===== config.mk =====
export PLATFORM = sky130hd
export DESIGN_NAME = lpad_front
export DESIGN_NICKNAME = d
export VERILOG_FILES = /design/src/rtl/lpad_pkg.sv /design/src/rtl/lpad_front.sv
export SDC_FILE = /design/constraint.sdc
export NUM_CORES = 1
export LEC_CHECK = 0
export BUFFER_PORTS_ARGS = -buffer_cell sky130_fd_sc_hd__buf_4
export CAP_MARGIN = 20
export CORE_ASPECT_RATIO = 1.1
export CORE_MARGIN = 5
export CORE_UTILIZATION = 40
export DETAILED_ROUTE_END_ITERATION = 12
export PLACE_DENSITY_LB_ADDON = 0.08
export SYNTH_ARGS = -nofsm -noshare
export SYNTH_HDL_FRONTEND = slang
export SYNTH_SLANG_ARGS = --single-unit
export TNS_END_PERCENT = 20

===== constraint.sdc =====
create_clock -name clk_i -period 4.41 [get_ports clk_i]
set_input_delay 1.323 -clock clk_i [delete_from_list [all_inputs] [get_ports clk_i]]
set_output_delay 1.323 -clock clk_i [all_outputs]
set_load 0.01 [all_outputs]

===== src/rtl/lpad_pkg.sv =====
// Package with shared types and constants of the lookahead pair anomaly detector.
package lpad_pkg;

  localparam int unsigned SYSCALL_W = 9;
  localparam int unsigned TIME_W    = 64;
  localparam int unsigned MISS_W    = 4;
  localparam int unsigned FILL_W    = 4;
  localparam int unsigned CNT_W     = 32;
  localparam int unsigned FACTOR_W  = 8;
  localparam int unsigned LIMIT_W   = 16;
  localparam int unsigned WAIT_W    = 63;
  localparam int unsigned PROD_W    = CNT_W + FACTOR_W;

  // APB register map, one 64-bit register every 8 bytes.
  localparam int unsigned PADDR_W = 5;
  localparam int unsigned PDATA_W = 64;

  localparam logic [1:0] REG_FACTOR     = 2'd0;
  localparam logic [1:0] REG_FACTOR_DEN = 2'd1;
  localparam logic [1:0] REG_LIMIT      = 2'd2;
  localparam logic [1:0] REG_WAIT       = 2'd3;

  localparam logic [FACTOR_W-1:0] FACTOR_RST     = 8'd128;
  localparam logic [FACTOR_W-1:0] FACTOR_DEN_RST = 8'd32;
  localparam logic [LIMIT_W-1:0]  LIMIT_RST      = 16'd30;
  localparam logic [WAIT_W-1:0]   WAIT_RST       = 63'd604800000000000;

  // One queued request as classified by the front end.
  typedef struct packed {
    logic                 is_clear;
    logic [SYSCALL_W-1:0] call;
    logic [TIME_W-1:0]    now;
  } lpad_item_t;

  // Configuration registers seen by the engine.
  typedef struct packed {
    logic [FACTOR_W-1:0] factor;
    logic [FACTOR_W-1:0] factor_den;
    logic [LIMIT_W-1:0]  limit;
    logic [WAIT_W-1:0]   wait_ns;
  } lpad_cfg_t;

  // Queue status toward the engine.
  typedef struct packed {
    logic       valid;
    lpad_item_t item;
  } lpad_head_t;

  typedef enum logic [3:0] {
    ST_CLEAR,
    ST_IDLE,
    ST_REDUCE,
    ST_SHIFT,
    ST_CNT_RD,
    ST_CNT_CHK,
    ST_CHECK,
    ST_LRN_RD,
    ST_LRN_WR,
    ST_MUL,
    ST_FREEZE,
    ST_DEADLINE
  } lpad_state_e;

endpackage


===== src/rtl/lpad_front.sv =====
// Front end: accepts request beats, classifies them and queues them for the engine.
module lpad_front (
  input  logic                          clk_i,
  input  logic                          rst_ni,
  input  logic                          in_valid_i,
  output logic                          in_ready_o,
  input  logic                          req_type_i,
  input  logic [lpad_pkg::SYSCALL_W-1:0] syscall_num_i,
  input  logic [lpad_pkg::TIME_W-1:0]    now_time_i,
  input  logic                          busy_i,
  input  logic                          pop_i,
  output lpad_pkg::lpad_head_t          head_o
);
  import lpad_pkg::*;

  lpad_item_t  fifo_q [2];
  logic        wr_ptr_q, wr_ptr_d;
  logic        rd_ptr_q, rd_ptr_d;
  logic [1:0]  count_q, count_d;
  logic        push;
  logic        pop;
  lpad_item_t  new_item;

  // Classify the incoming beat.
  always_comb begin
    new_item.is_clear = req_type_i;
    new_item.call     = syscall_num_i;
    new_item.now      = now_time_i;
  end

  // Nothing enters while the table clearing pass runs.
  assign in_ready_o = (count_q != 2'd2) && !busy_i;
  assign push       = in_valid_i && in_ready_o;
  assign pop        = pop_i && (count_q != 2'd0);

  always_comb begin
    wr_ptr_d = push ? ~wr_ptr_q : wr_ptr_q;
    rd_ptr_d = pop ? ~rd_ptr_q : rd_ptr_q;
    count_d  = count_q + {1'b0, push} - {1'b0, pop};
  end

  always_ff @(posedge clk_i or negedge rst_ni) begin
    if (!rst_ni) begin
      wr_ptr_q <= 1'b0;
      rd_ptr_q <= 1'b0;
      count_q  <= 2'd0;
    end else begin
      wr_ptr_q <= wr_ptr_d;
      rd_ptr_q <= rd_ptr_d;
      count_q  <= count_d;
    end
  end

  // Queue storage needs no reset.
  always_ff @(posedge clk_i) begin
    if (push) begin
      fifo_q[wr_ptr_q] <= new_item;
    end
  end

  assign head_o.valid = (count_q != 2'd0);
  assign head_o.item  = fifo_q[rd_ptr_q];

endmodule


==> impl_metrics.prom, run 1 <==
# TYPE chip_impl_metric gauge
chip_impl_info{name="min_from",value="count_q[1]$_DFF_PN0_"} 1
chip_impl_metric{name="portBuffers",unit=""} 154
chip_impl_metric{name="clock_tree.htree_level_count",unit=""} 4
chip_impl_metric{name="whs_path_depth",unit=""} 1
chip_impl_metric{name="layout_area_overhead",unit="%"} 33.1
chip_impl_metric{name="sequential_share_of_the_synthesized_area",unit="%"} 79.0
chip_impl_info{name="tritoncts",value="done"} 1
chip_impl_metric{name="postLayoutCoreUtil",unit="%"} 53.6
chip_impl_metric{name="first_iter_violations",unit=""} 175
chip_impl_metric{name="grt_antenna_before_repair",unit=""} 0
chip_impl_metric{name="first_pass_iters",unit=""} 4
chip_impl_metric{name="numClockSinks",unit=""} 152
chip_impl_metric{name="wire_length_of_the_first_global_routing_pass",unit="microns"} 16200
chip_impl_metric{name="p_total",unit="W"} 0.00452
chip_impl_metric{name="ff2ff_setup_slack",unit="ns"} 2.54
chip_impl_metric{name="ys_types",unit=""} 17
chip_impl_metric{name="final_hold_vios",unit=""} 0
chip_impl_info{name="timing.rr.end",value="fifo_q[1][24]$_DFFE_PP_"} 1
chip_impl_metric{name="first_global_vias",unit=""} 3117
chip_impl_metric{name="worstRegToRegCells",unit=""} 3
chip_impl_metric{name="postRouteWirelength",unit="microns"} 10400
chip_impl_metric{name="crit_fanout",unit=""} 39
chip_impl_info{name="worst_setup_path_start_kind",value="register"} 1
chip_impl_metric{name="die_height",unit="microns"} 136
chip_impl_metric{name="top_level_ports",unit=""} 155
chip_impl_metric{name="cts.reportedPaths.clkPinSlew",unit="ns"} 0.05
chip_impl_metric{name="timing.final.setup_violations",unit=""} 0
chip_impl_metric{name="globalRoute.totalOverflow",unit=""} 0
chip_impl_metric{name="floorplan.die.width",unit="microns"} 124
chip_impl_metric{name="post_cts_hold_buffer_count",unit=""} 0
chip_impl_info{name="crit-reg2reg-launch",value="count_q[1]$_DFF_PN0_"} 1
chip_impl_info{name="run_status",value="completed"} 1
chip_impl_metric{name="worst_ep_arrival_time",unit="ns"} 2.15
chip_impl_metric{name="syn-instance-count",unit=""} 249
chip_impl_metric{name="slew_headroom",unit="%"} 57.7
chip_impl_metric{name="coreArea",unit="sq um"} 14300
chip_impl_info{name="rsz_0062_raised_after_global_routing",value="false"} 1
chip_impl_metric{name="final_layout_size_suffix_gt1_share",unit="%"} 60.6
chip_impl_metric{name="worst-endpoint-required",unit="ns"} 3.09
chip_impl_metric{name="postCtsResizedCells",unit=""} 0
chip_impl_metric{name="die_area",unit="sq um"} 16900
chip_impl_info{name="yosys.area.top_type",value="edfxtp_1"} 1
chip_impl_metric{name="final.setup.tns",unit="ns"} 0
chip_impl_metric{name="gpl.final_weighted_congestion",unit=""} 0.687
chip_impl_metric{name="total_leakage_power",unit="nW"} 2.98
chip_impl_metric{name="min_period",unit="ns"} 3.47
chip_impl_metric{name="drv.max_cap_violation_count",unit=""} 0
chip_impl_metric{name="report.final.slew_viol_count",unit=""} 0
chip_impl_metric{name="worst_ir_drop_on_vdd",unit="V"} 0.000289
chip_impl_metric{name="synth_nets",unit=""} 330
chip_impl_metric{name="worstMarginPinSlew",unit="ns"} 0.635
chip_impl_metric{name="timing.fmax",unit="GHz"} 0.288
chip_impl_metric{name="clk_latency",unit="ns"} 0.41
chip_impl_info{name="most-common-layout-cells",value="158 x buf_4, 148 x edfxtp_1, 50 x mux2_4"} 1
chip_impl_info{name="ys_top_cells_by_area",value="edfxtp_1 77%, mux2_4 13%, mux2_2 4.7%, dfrtp_1 1.7%, buf_6 1.2%"} 1
chip_impl_metric{name="yosysWarnings",unit=""} 0
chip_impl_info{name="cts_root_buf",value="clkbuf_16"} 1
chip_impl_info{name="start_to_end_type_of_the_worst_setup_path",value="register to primary output"} 1
chip_impl_metric{name="layout_worst_path_cycle_share",unit="%"} 78.7
chip_impl_metric{name="final_area",unit="sq um"} 7660
chip_impl_metric{name="syn_area",unit="sq um"} 5750
chip_impl_metric{name="drt-wirelength-per-cell",unit="microns"} 16.8
chip_impl_metric{name="routed-via-count",unit=""} 2802
chip_impl_metric{name="post-synth-top-area-fraction",unit="%"} 77.2
chip_impl_metric{name="global_route.usage.total",unit="%"} 12.6
chip_impl_info{name="hold_path_end",value="count_q[1]$_DFF_PN0_"} 1
chip_impl_metric{name="layoutNonFillerInstCount",unit=""} 623
chip_impl_info{name="final_common_cell",value="buf_4"} 1
chip_impl_metric{name="largest_net_degree_at_the_start_of_global_routing",unit=""} 42
chip_impl_metric{name="syn-mean-instance-area",unit="sq um"} 23.1
chip_impl_info{name="hold_path.class",value="register to register"} 1
chip_impl_metric{name="post-cts-setup-buffers",unit=""} 0
chip_impl_metric{name="via_per_inst",unit=""} 4.50
chip_impl_metric{name="postSynthRegisterBits",unit=""} 152
chip_impl_metric{name="floorplan.rows",unit=""} 46
chip_impl_metric{name="ant_nets",unit=""} 0
chip_impl_metric{name="place.detailed.instances",unit=""} 592
chip_impl_metric{name="final_nets",unit=""} 500
chip_impl_metric{name="post_dp_cell_area",unit="sq um"} 7140
chip_impl_metric{name="number_of_design_rule_violations_left_after_detail_routing",unit=""} 0
chip_impl_metric{name="fin_skew",unit="ns"} 0.00257
chip_impl_metric{name="diodes_inserted",unit=""} 0
chip_impl_metric{name="cts.path.max_buffers",unit=""} 2
chip_impl_info{name="type_of_element_capturing_the_critical_path",value="primary output"} 1
chip_impl_metric{name="power.density_cell_area",unit="nW/um^2"} 590
chip_impl_metric{name="num_cts_buffers",unit=""} 17
chip_impl_metric{name="effective_utilization_at_floorplan",unit="%"} 40.3
-- through the flow --
stage	hold WS, ns	worst slack, ns
2_1_floorplan	0.460	0.481
3_3_place_gp	0.487	1.33
4_1_cts	0.503	0.857
5_1_grt	0.529	0.814
3_5_place_dp	0.489	1.31
6_report	0.498	0.938
-- cells by family (layout without fill, tap and decap cells) --
kind of cell	count (synthesis)	count (layout)	share of synthesized area, %
flops	152	152	79.0
mux	74	74	17.7
fa+ha+maj	2	2	0.435
simple gates	8	8	0.826
xor+xnor	4	4	0.609
buf+inv	9	191	1.41
-- where the power goes --
| group | switching (W) | internal [W] | total, W |
|---|---|---|---|
| Combinational | 0.000545 | 0.000780 | 0.00133 |
| Clock | 0.000506 | 0.000755 | 0.00126 |
| Sequential | 0.000130 | 0.00180 | 0.00193 |
-- flip-flops by register name, indices dropped and copies added, names as in the netlist --
signal,flops
fifo_q,148
count_q,2
rd_ptr_q,1
wr_ptr_q,1
-- worst max-delay path by stage --
stage                         start                     end  slack, ns  cells after the start
6_report       rd_ptr_q$_DFFE_PN0P_               head_o[2]       0.94                      3
2_1_floorplan            in_valid_i  fifo_q[0][0]$_DFFE_PP_       0.48                      3
3_3_place_gp   rd_ptr_q$_DFFE_PN0P_               head_o[8]       1.33                      3
4_1_cts        rd_ptr_q$_DFFE_PN0P_               head_o[2]       0.86                      3
5_1_grt        rd_ptr_q$_DFFE_PN0P_               head_o[2]       0.81                      3
3_5_place_dp   rd_ptr_q$_DFFE_PN0P_               head_o[2]       1.31                      3
-- per-layer routing --
layer  track usage (%)  vias to the layer above  wire length [microns]
met1              14.2                     1358                   4210
met5                 0                        -                      0
met2              21.0                      106                   5280
li1                  -                     1325                      -
met4              5.48                        0                    165
met3              5.40                       13                    785
-- area by class of cell --
cell class,count,area (sq um)
fillers,1211,6620
multi-input cells,88,1140
repair buffers,159,1210
well taps,192,240
flip-flops and latches,152,4550
inverters,1,3.75
clock inverters,13,87.6
clock buffers,18,429
-- worst max-delay path: stages (launching register included) --
cell	delay (ns)
dfrtp_4	0.83
buf_12	0.37
mux2_2	0.38
buf_4	0.15
-- cells in the mapped netlist --
master    number
and2_4         1
and3_1         1
buf_2          2
buf_6          6
dfrtp_1        4
edfxtp_1     148
ha_1           2
inv_1          1
mux2_2        24
mux2_4        50
nand2_1        1
nand2b_1       1
nor2_1         1
nor2b_1        2
or2_2          1
xnor2_1        3
xor2_1         1
(Power assumes the default switching activity.)
==> run 2, diff against run 1 <==
ABC_AREA = 1   (was default)
clock period = 3.2 ns   (was 4.41 ns; I/O delays follow)
==> run 2 against run 1 <==
  * Clock power is 56% higher
  * Combinational power is 50% higher
  * Count of clock-buffer cells in the layout is 1 lower
  * Register-to-register slack worse by 0.91 ns
  * Sequential power is 33% higher
  * Final cell count is 26% higher
  * Hold slack worse by 0.15 ns
  * First-iteration DRC count is 13% higher
  * Non-clock buffer count is 3 higher
  * Critical path depth is 2 higher
  * Synthesized area is 2.6% lower
  * Largest power group unchanged
==> impl_metrics.prom, run 2 <==
# TYPE chip_impl_metric gauge
chip_impl_metric{name="timing.fmax",unit="GHz"} 0.365
chip_impl_metric{name="postCtsResizedCells",unit=""} 0
chip_impl_metric{name="post-cts-setup-buffers",unit=""} 0
chip_impl_info{name="final_common_cell",value="nand2_1"} 1
chip_impl_info{name="yosysMostFrequentCell",value="nand2_1"} 1
chip_impl_metric{name="final_hold_vios",unit=""} 0
chip_impl_metric{name="syn-instance-count",unit=""} 420
chip_impl_metric{name="postSynthRegisterBits",unit=""} 152
chip_impl_metric{name="worst_ir_drop_on_vdd",unit="V"} 0.000376
chip_impl_metric{name="coreArea",unit="sq um"} 13800
chip_impl_info{name="post_synth_most_frequent_cells",value="234 x nand2_1, 148 x edfxtp_1, 10 x buf_2"} 1
chip_impl_metric{name="number_of_flops_mapped_to_enable_cells_by_yosys",unit=""} 148
chip_impl_metric{name="worstMarginPinSlew",unit="ns"} 0.433
chip_impl_metric{name="final.setup.tns",unit="ns"} 0
chip_impl_metric{name="post_cts_hold_buffer_count",unit=""} 0
chip_impl_info{name="crit_path_cell_trace",value="inv_2 > buf_4 > nand2_1 > nand2_1 > buf_4"} 1
chip_impl_metric{name="largest_register_ffs",unit=""} 148
chip_impl_metric{name="first_pass_iters",unit=""} 4
chip_impl_metric{name="via_per_inst",unit=""} 4.49
chip_impl_metric{name="top_level_ports",unit=""} 155
chip_impl_metric{name="pwr-share-comb",unit="%"} 30.6
chip_impl_metric{name="worstRegToRegCells",unit=""} 4
chip_impl_metric{name="syn-mean-instance-area",unit="sq um"} 13.3
chip_impl_metric{name="p_total",unit="W"} 0.00652
chip_impl_metric{name="cts.path.max_buffers",unit=""} 2
chip_impl_metric{name="sequential_share_of_the_synthesized_area",unit="%"} 81.1
chip_impl_info{name="cp_slowest_cell",value="dfrtp_2"} 1
chip_impl_info{name="path_delay_family",value="buffers and inverters"} 1
chip_impl_metric{name="post_synth_fa_ha_maj_area_fraction",unit="%"} 0.446
chip_impl_metric{name="largest_net_degree_at_the_start_of_global_routing",unit=""} 67
chip_impl_metric{name="diodes_inserted",unit=""} 0
chip_impl_metric{name="power.internal",unit="W"} 0.00451
chip_impl_metric{name="p_sw_share",unit="%"} 30.8
chip_impl_metric{name="postRouteWirelength",unit="microns"} 12000
chip_impl_metric{name="gpl.final_weighted_congestion",unit=""} 0.736
chip_impl_metric{name="ys_async_sr_fraction",unit="%"} 2.63
chip_impl_metric{name="portBuffers",unit=""} 154
chip_impl_metric{name="power.density_cell_area",unit="nW/um^2"} 860
chip_impl_metric{name="final_area",unit="sq um"} 7580
chip_impl_metric{name="syn_area",unit="sq um"} 5610
chip_impl_metric{name="critical_path.max_stage_delay",unit="ns"} 0.55
chip_impl_metric{name="power.share.sequential",unit="%"} 39.4
chip_impl_metric{name="hpwlAfterDp",unit="microns"} 7970
chip_impl_info{name="ys_top_cells_by_area",value="edfxtp_1 79%, nand2_1 16%, dfrtp_1 1.8%, buf_2 0.89%, buf_4 0.67%"} 1
chip_impl_metric{name="clk_latency",unit="ns"} 0.40
chip_impl_metric{name="die_height",unit="microns"} 134
chip_impl_metric{name="synth_compound_area_share",unit="%"} 0.0893
chip_impl_metric{name="total_leakage_power",unit="nW"} 3.23
chip_impl_metric{name="post_dp_cell_area",unit="sq um"} 7000
chip_impl_info{name="type_of_element_capturing_the_critical_path",value="primary output"} 1
chip_impl_metric{name="fin_skew",unit="ns"} 0.00490
chip_impl_metric{name="ant_nets",unit=""} 0
chip_impl_metric{name="timing.final.setup_violations",unit=""} 0
chip_impl_metric{name="simple_gate_share_of_the_synthesized_area",unit="%"} 16.1
chip_impl_metric{name="effective_utilization_at_floorplan",unit="%"} 40.6
chip_impl_metric{name="worst_ep_arrival_time",unit="ns"} 1.78
chip_impl_metric{name="floorplan.rows",unit=""} 45
chip_impl_metric{name="first_global_vias",unit=""} 3453
chip_impl_metric{name="floorplan.die.width",unit="microns"} 123
chip_impl_info{name="most-common-layout-cells",value="234 x nand2_1, 160 x buf_4, 148 x edfxtp_1"} 1
chip_impl_metric{name="clock_tree.htree_level_count",unit=""} 4
chip_impl_metric{name="mux_contribution_to_synthesized_area",unit="%"} 0
chip_impl_info{name="synth_top_family_by_area",value="simple AND/OR/NAND/NOR gates"} 1
chip_impl_metric{name="number_of_design_rule_violations_left_after_detail_routing",unit=""} 0
chip_impl_info{name="tritoncts",value="done"} 1
chip_impl_metric{name="slew_headroom",unit="%"} 71.1
chip_impl_metric{name="first_iter_violations",unit=""} 198
chip_impl_metric{name="crit_cells",unit=""} 5
chip_impl_info{name="biggestRegsByFlops",value="fifo_q x148, count_q x2"} 1
chip_impl_metric{name="routed-via-count",unit=""} 3527
chip_impl_metric{name="wire_length_of_the_first_global_routing_pass",unit="microns"} 18100
chip_impl_metric{name="synth_xor_xnor_area_share",unit="%"} 0
chip_impl_info{name="worst_setup_path_start_kind",value="register"} 1
chip_impl_metric{name="fin_hold_ws",unit="ns"} 0.345
chip_impl_info{name="cts_root_buf",value="clkbuf_16"} 1
chip_impl_metric{name="layout_area_overhead",unit="%"} 35.3
chip_impl_info{name="run_status",value="completed"} 1
chip_impl_metric{name="synth_nets",unit=""} 501
chip_impl_metric{name="cts.reportedPaths.clkPinSlew",unit="ns"} 0.06
chip_impl_metric{name="net-switching-power",unit="W"} 0.00201
chip_impl_metric{name="layout_worst_path_cycle_share",unit="%"} 85.6
chip_impl_info{name="yosys.area.top_type",value="edfxtp_1"} 1
chip_impl_metric{name="ys_types",unit=""} 13
chip_impl_metric{name="yosysWarnings",unit=""} 0
chip_impl_metric{name="critical_path_buf_inv_count",unit=""} 3
chip_impl_info{name="dominantRegCellSynth",value="edfxtp_1"} 1
chip_impl_info{name="rsz_0062_raised_after_global_routing",value="false"} 1
chip_impl_metric{name="worst-endpoint-required",unit="ns"} 2.24
chip_impl_metric{name="drt-wirelength-per-cell",unit="microns"} 15.3
chip_impl_metric{name="report.final.slew_viol_count",unit=""} 0
chip_impl_metric{name="num_cts_buffers",unit=""} 17
chip_impl_metric{name="final_nets",unit=""} 666
chip_impl_metric{name="globalRoute.totalOverflow",unit=""} 0
chip_impl_metric{name="crit_fanout",unit=""} 39
chip_impl_metric{name="min_period",unit="ns"} 2.74
chip_impl_metric{name="drv.max_cap_violation_count",unit=""} 0
chip_impl_metric{name="numClockSinks",unit=""} 152
chip_impl_metric{name="final_layout_size_suffix_gt1_share",unit="%"} 32.5
chip_impl_metric{name="grt_antenna_before_repair",unit=""} 0
chip_impl_metric{name="post-synth-top-area-fraction",unit="%"} 79.3
chip_impl_info{name="hold_path.class",value="primary input to async pin"} 1
chip_impl_metric{name="global_route.usage.total",unit="%"} 14.6
chip_impl_info{name="largest_register",value="fifo_q"} 1
chip_impl_metric{name="die_area",unit="sq um"} 16500
chip_impl_metric{name="pwr-share-clk",unit="%"} 30.0
chip_impl_info{name="start_to_end_type_of_the_worst_setup_path",value="register to primary output"} 1
## run 2: cell types whose count changed after synthesis, moves of 2 or more
cell / before / now
buf_6: 6 / 0
mux2_2: 24 / 0
nand3_1: 0 / 3
inv_1: 1 / 9
buf_2: 2 / 10
buf_4: 0 / 5
xnor2_1: 3 / 0
nand2_1: 1 / 234
mux2_4: 50 / 0
nor2b_1: 2 / 0
## run 2: stage by stage
| stage | utilization [%] | cells | worst slack, ns |
|---|---|---|---|
| floorplan | - | 420 | 0.202 |
| global placement | 50.8 | 754 | 0.865 |
| global route | 55.0 | 785 | 0.302 |
| finish | 55.0 | 785 | 0.460 |
| CTS | 55.0 | 785 | 0.401 |
| detailed placement | 50.8 | 754 | 0.846 |
## run 2: cell type report
type,instances,area (sq um)
clock buffer,17,425
clock inverter,14,156
fill,1167,6210
inverter,10,38.8
multi-input combinational,242,941
sequential,152,4550
tap,188,235
timing repair buffer,162,1240
## run 2: cell families (layout without fill, tap and decap cells)
logic type                 Yosys count  after routing
AOI/OAI and AO/OA                    1              1
adders and majority gates            2              2
buffers and inverters               26            203
DFF                                152            152
and+or+nand+nor                    239            239
## run 2: worst register-to-register path, delay by kind of cell, from the launching register on
family        cells  cell delay [ns]
buf+inv           3             0.62
simple gates      1             0.15
flops             1             0.37
## run 2: power groups by stage
| stage | logic [W] | clock network, W | registers [W] |
|---|---|---|---|
| 5_1_grt | 0.00221 | 0.00209 | 0.00260 |
| 3_3_place_gp | 0.00203 | 0 | 0.00261 |
| 2_1_floorplan | 0.00106 | 0 | 0.00258 |
| 4_1_cts | 0.00205 | 0.00200 | 0.00258 |
| 6_report | 0.00199 | 0.00196 | 0.00257 |
| 3_5_place_dp | 0.00204 | 0 | 0.00262 |
## run 2: routing by layer
metal / global-route usage (%) / part of all wire, % / vias up
li1: - / - / 1736
met1: 18.0 / 41 / 1670
met2: 23.6 / 50 / 108
met3: 5.27 / 7.7 / 13
met4: 5.23 / 1.3 / 0
met5: 0 / 0 / -
## run 2: final timing paths
| path | from | end | slack, ns |
|---|---|---|---|
| worst max-delay path | rd_ptr_q$_DFFE_PN0P_ | head_o[19] | 0.46 |
| worst min-delay path | rst_ni | count_q[1]$_DFF_PN0_ | 0.35 |
| worst max register to register | wr_ptr_q$_DFFE_PN0N_ | fifo_q[0][24]$_DFFE_PP_ | 1.63 |
| worst min register to register | wr_ptr_q$_DFFE_PN0N_ | wr_ptr_q$_DFFE_PN0N_ | 0.48 |
| max in group asynchronous | rst_ni | rd_ptr_q$_DFFE_PN0P_ | 2.73 |
| min in group clk_i | wr_ptr_q$_DFFE_PN0N_ | wr_ptr_q$_DFFE_PN0N_ | 0.48 |
==> run 3, diff against run 2 <==
--- a/config.mk
+++ b/config.mk
@@ -15,2 +15,3 @@
 export PLACE_DENSITY_LB_ADDON = 0.08
+export REMOVE_ABC_BUFFERS = 1
 export SYNTH_ARGS = -nofsm -noshare
==> constraint.sdc (replaced) <==
create_clock -name clk_i -period 3.2 [get_ports clk_i]
set_input_delay 0.64 -clock clk_i [delete_from_list [all_inputs] [get_ports clk_i]]
set_output_delay 0.64 -clock clk_i [all_outputs]
set_load 0.01 [all_outputs]
==> run 3 against run 2 <==
  * Clock skew is 0.00089 ns lower
  * Die area stayed put
  * Non-clock buffer count is 1 lower
  * Final cell count is 0.38% lower
  * Global-route usage is 0.11 points higher
  * Worst setup slack better by 0.20 ns
  * Critical path type unchanged
  * Power is 4.9% lower
  * Highest routed layer unchanged
  * Clock power is 17% lower
  * Register-to-register slack worse by 0.20 ns
  * Routed wire length is 1.3% lower
==> impl_metrics.prom, run 3 (synthesized netlist as in run 2, its figures left out) <==
# TYPE chip_impl_metric gauge
chip_impl_info{name="run_status",value="completed"} 1
chip_impl_metric{name="timing.final.setup_violations",unit=""} 0
chip_impl_metric{name="diodes_inserted",unit=""} 0
chip_impl_metric{name="floorplan.rows",unit=""} 45
chip_impl_metric{name="p_sw_share",unit="%"} 31.1
chip_impl_metric{name="final_layout_size_suffix_gt1_share",unit="%"} 31.0
chip_impl_metric{name="portBuffers",unit=""} 154
chip_impl_metric{name="report.final.slew_viol_count",unit=""} 0
chip_impl_metric{name="numClockSinks",unit=""} 152
chip_impl_metric{name="power.share.sequential",unit="%"} 40.9
chip_impl_metric{name="first_iter_violations",unit=""} 239
chip_impl_metric{name="routed-via-count",unit=""} 3465
chip_impl_metric{name="top_level_ports",unit=""} 155
chip_impl_metric{name="layout_area_overhead",unit="%"} 33.6
chip_impl_metric{name="power.density_cell_area",unit="nW/um^2"} 827
chip_impl_metric{name="coreArea",unit="sq um"} 13800
chip_impl_info{name="rsz_0062_raised_after_global_routing",value="false"} 1
chip_impl_metric{name="postRouteWirelength",unit="microns"} 11800
chip_impl_info{name="largest_register",value="fifo_q"} 1
chip_impl_metric{name="clk_latency",unit="ns"} 0.40
chip_impl_metric{name="cts.reportedPaths.clkPinSlew",unit="ns"} 0.05
chip_impl_metric{name="number_of_design_rule_violations_left_after_detail_routing",unit=""} 0
chip_impl_info{name="final_common_cell",value="nand2_1"} 1
chip_impl_metric{name="final_hold_vios",unit=""} 0
chip_impl_metric{name="global_route.usage.total",unit="%"} 14.7
chip_impl_metric{name="postCtsResizedCells",unit=""} 0
chip_impl_info{name="biggestRegsByFlops",value="fifo_q x148, count_q x2"} 1
chip_impl_metric{name="net-switching-power",unit="W"} 0.00193
chip_impl_metric{name="finalWorstSetupSlack",unit="ns"} 0.664
chip_impl_metric{name="via_per_inst",unit=""} 4.43
chip_impl_metric{name="layout_worst_path_cycle_share",unit="%"} 79.2
chip_impl_metric{name="drt-wirelength-per-cell",unit="microns"} 15.1
chip_impl_info{name="cts_root_buf",value="clkbuf_16"} 1
chip_impl_metric{name="power.internal",unit="W"} 0.00427
chip_impl_metric{name="grt_antenna_before_repair",unit=""} 0
chip_impl_info{name="tritoncts",value="done"} 1
chip_impl_metric{name="wl_met2",unit="microns"} 5970
chip_impl_metric{name="crit_fanout",unit=""} 31
chip_impl_metric{name="total_leakage_power",unit="nW"} 3.19
chip_impl_metric{name="min_period",unit="ns"} 2.54
chip_impl_info{name="most-common-layout-cells",value="234 x nand2_1, 157 x buf_4, 148 x edfxtp_1"} 1
chip_impl_metric{name="first_global_vias",unit=""} 3619
chip_impl_metric{name="postLayoutCoreUtil",unit="%"} 54.3
chip_impl_metric{name="worst_ir_drop_on_vdd",unit="V"} 0.000384
chip_impl_metric{name="pwr-share-comb",unit="%"} 32.9
chip_impl_metric{name="p_total",unit="W"} 0.00620
chip_impl_metric{name="clock_tree.htree_level_count",unit=""} 4
chip_impl_metric{name="gpl.final_weighted_congestion",unit=""} 0.709
chip_impl_metric{name="post_cts_hold_buffer_count",unit=""} 0
chip_impl_metric{name="fin_hold_ws",unit="ns"} 0.0221
chip_impl_metric{name="cts.path.max_buffers",unit=""} 2
chip_impl_metric{name="wire_length_of_the_first_global_routing_pass",unit="microns"} 18100
chip_impl_metric{name="first_pass_iters",unit=""} 4
chip_impl_metric{name="final_nets",unit=""} 665
chip_impl_metric{name="floorplan.die.width",unit="microns"} 123
chip_impl_metric{name="die_height",unit="microns"} 134
chip_impl_metric{name="globalRoute.totalOverflow",unit=""} 0
chip_impl_info{name="start_to_end_type_of_the_worst_setup_path",value="register to primary output"} 1
chip_impl_metric{name="timing.fmax",unit="GHz"} 0.394
chip_impl_info{name="type_of_element_capturing_the_critical_path",value="primary output"} 1
chip_impl_metric{name="worst-endpoint-required",unit="ns"} 2.56
chip_impl_metric{name="route.met3.wl",unit="microns"} 885
chip_impl_metric{name="hpwlAfterDp",unit="microns"} 7640
chip_impl_metric{name="drv.max_cap_violation_count",unit=""} 0
chip_impl_metric{name="fin_skew",unit="ns"} 0.00401
chip_impl_metric{name="worstMarginPinSlew",unit="ns"} 0.833
chip_impl_metric{name="post_dp_cell_area",unit="sq um"} 7020
chip_impl_metric{name="largest_net_degree_at_the_start_of_global_routing",unit=""} 76
chip_impl_info{name="worst_setup_path_start_kind",value="register"} 1
chip_impl_metric{name="routedLengthMet1",unit="microns"} 4810
chip_impl_metric{name="die_area",unit="sq um"} 16500
chip_impl_metric{name="slew_headroom",unit="%"} 44.5
chip_impl_metric{name="final_area",unit="sq um"} 7490
chip_impl_metric{name="worst_ep_arrival_time",unit="ns"} 1.90
chip_impl_metric{name="pre_cts_slack",unit="ns"} 1.04
chip_impl_metric{name="num_cts_buffers",unit=""} 17
chip_impl_metric{name="post-cts-setup-buffers",unit=""} 0
chip_impl_metric{name="effective_utilization_at_floorplan",unit="%"} 40.6
chip_impl_metric{name="ant_nets",unit=""} 0
chip_impl_metric{name="largest_register_ffs",unit=""} 148
chip_impl_info{name="uppermost_layer_routed",value="met4"} 1
chip_impl_metric{name="pwr-share-clk",unit="%"} 26.2
chip_impl_info{name="hold_path.class",value="primary input to async pin"} 1
==> run 3: changes by cell type in the layout (fill, tap and decap cells not counted), sizes merged <==
| cell | delta |
|---|---|
| clkbuf | +2 |
| buf | -1 |
| clkinv | +4 |
| clkinvlp | -3 |
| bufinv | -3 |
| inv | -2 |
==> run 3: critical path, stage by stage, from the launching register on <==
cell	delay, ns
dfrtp_2	0.40
inv_2	0.45
buf_4	0.36
nand2_1	0.08
nand2_1	0.08
buf_4	0.12
==> run 3: area by class of cell <==
class / count / area, sq um
repair buffers: 161 / 1260
flip-flops and latches: 152 / 4550
clock inverters: 10 / 40.0
fillers: 1183 / 6300
inverters: 10 / 38.8
multi-input cells: 242 / 941
clock buffers: 19 / 433
well taps: 188 / 235
==> run 3: stage by stage <==
step / setup TNS [ns] / cells
after floorplan: -89.87 / 404
final: 0 / 782
after global placement: 0 / 753
after global routing: 0 / 782
after CTS: 0 / 782
after detailed placement: 0 / 753
==> run 3: power groups by stage <==
stage / Clock, W / Sequential (W) / Combinational, W
3_3_place_gp: 0 / 0.00257 / 0.00208
2_1_floorplan: 0 / 0.00267 / 0.000894
4_1_cts: 0.00167 / 0.00254 / 0.00211
5_1_grt: 0.00177 / 0.00256 / 0.00227
3_5_place_dp: 0 / 0.00258 / 0.00210
6_report: 0.00163 / 0.00254 / 0.00204
==> run 3: worst paths after layout <==
kind                                 startpoint                       to  slack (ns)  cells past startpoint
max                        rd_ptr_q$_DFFE_PN0P_               head_o[20]        0.66                      5
min                                      rst_ni     count_q[1]$_DFF_PN0_        0.02                      1
max reg2reg                count_q[0]$_DFF_PN0_  fifo_q[1][23]$_DFFE_PP_        1.43                      5
min reg2reg                wr_ptr_q$_DFFE_PN0N_     wr_ptr_q$_DFFE_PN0N_        0.49                      2
max in group asynchronous                rst_ni     rd_ptr_q$_DFFE_PN0P_        3.06                      1
min in group clk_i               now_time_i[30]  fifo_q[1][30]$_DFFE_PP_        0.42                      1
==> run 3: per-layer routing <==
layer	vias up	global-route usage, %
li1	1736	-
met1	1620	17.0
met2	95	24.9
met3	14	5.61
met4	0	5.41
met5	-	0
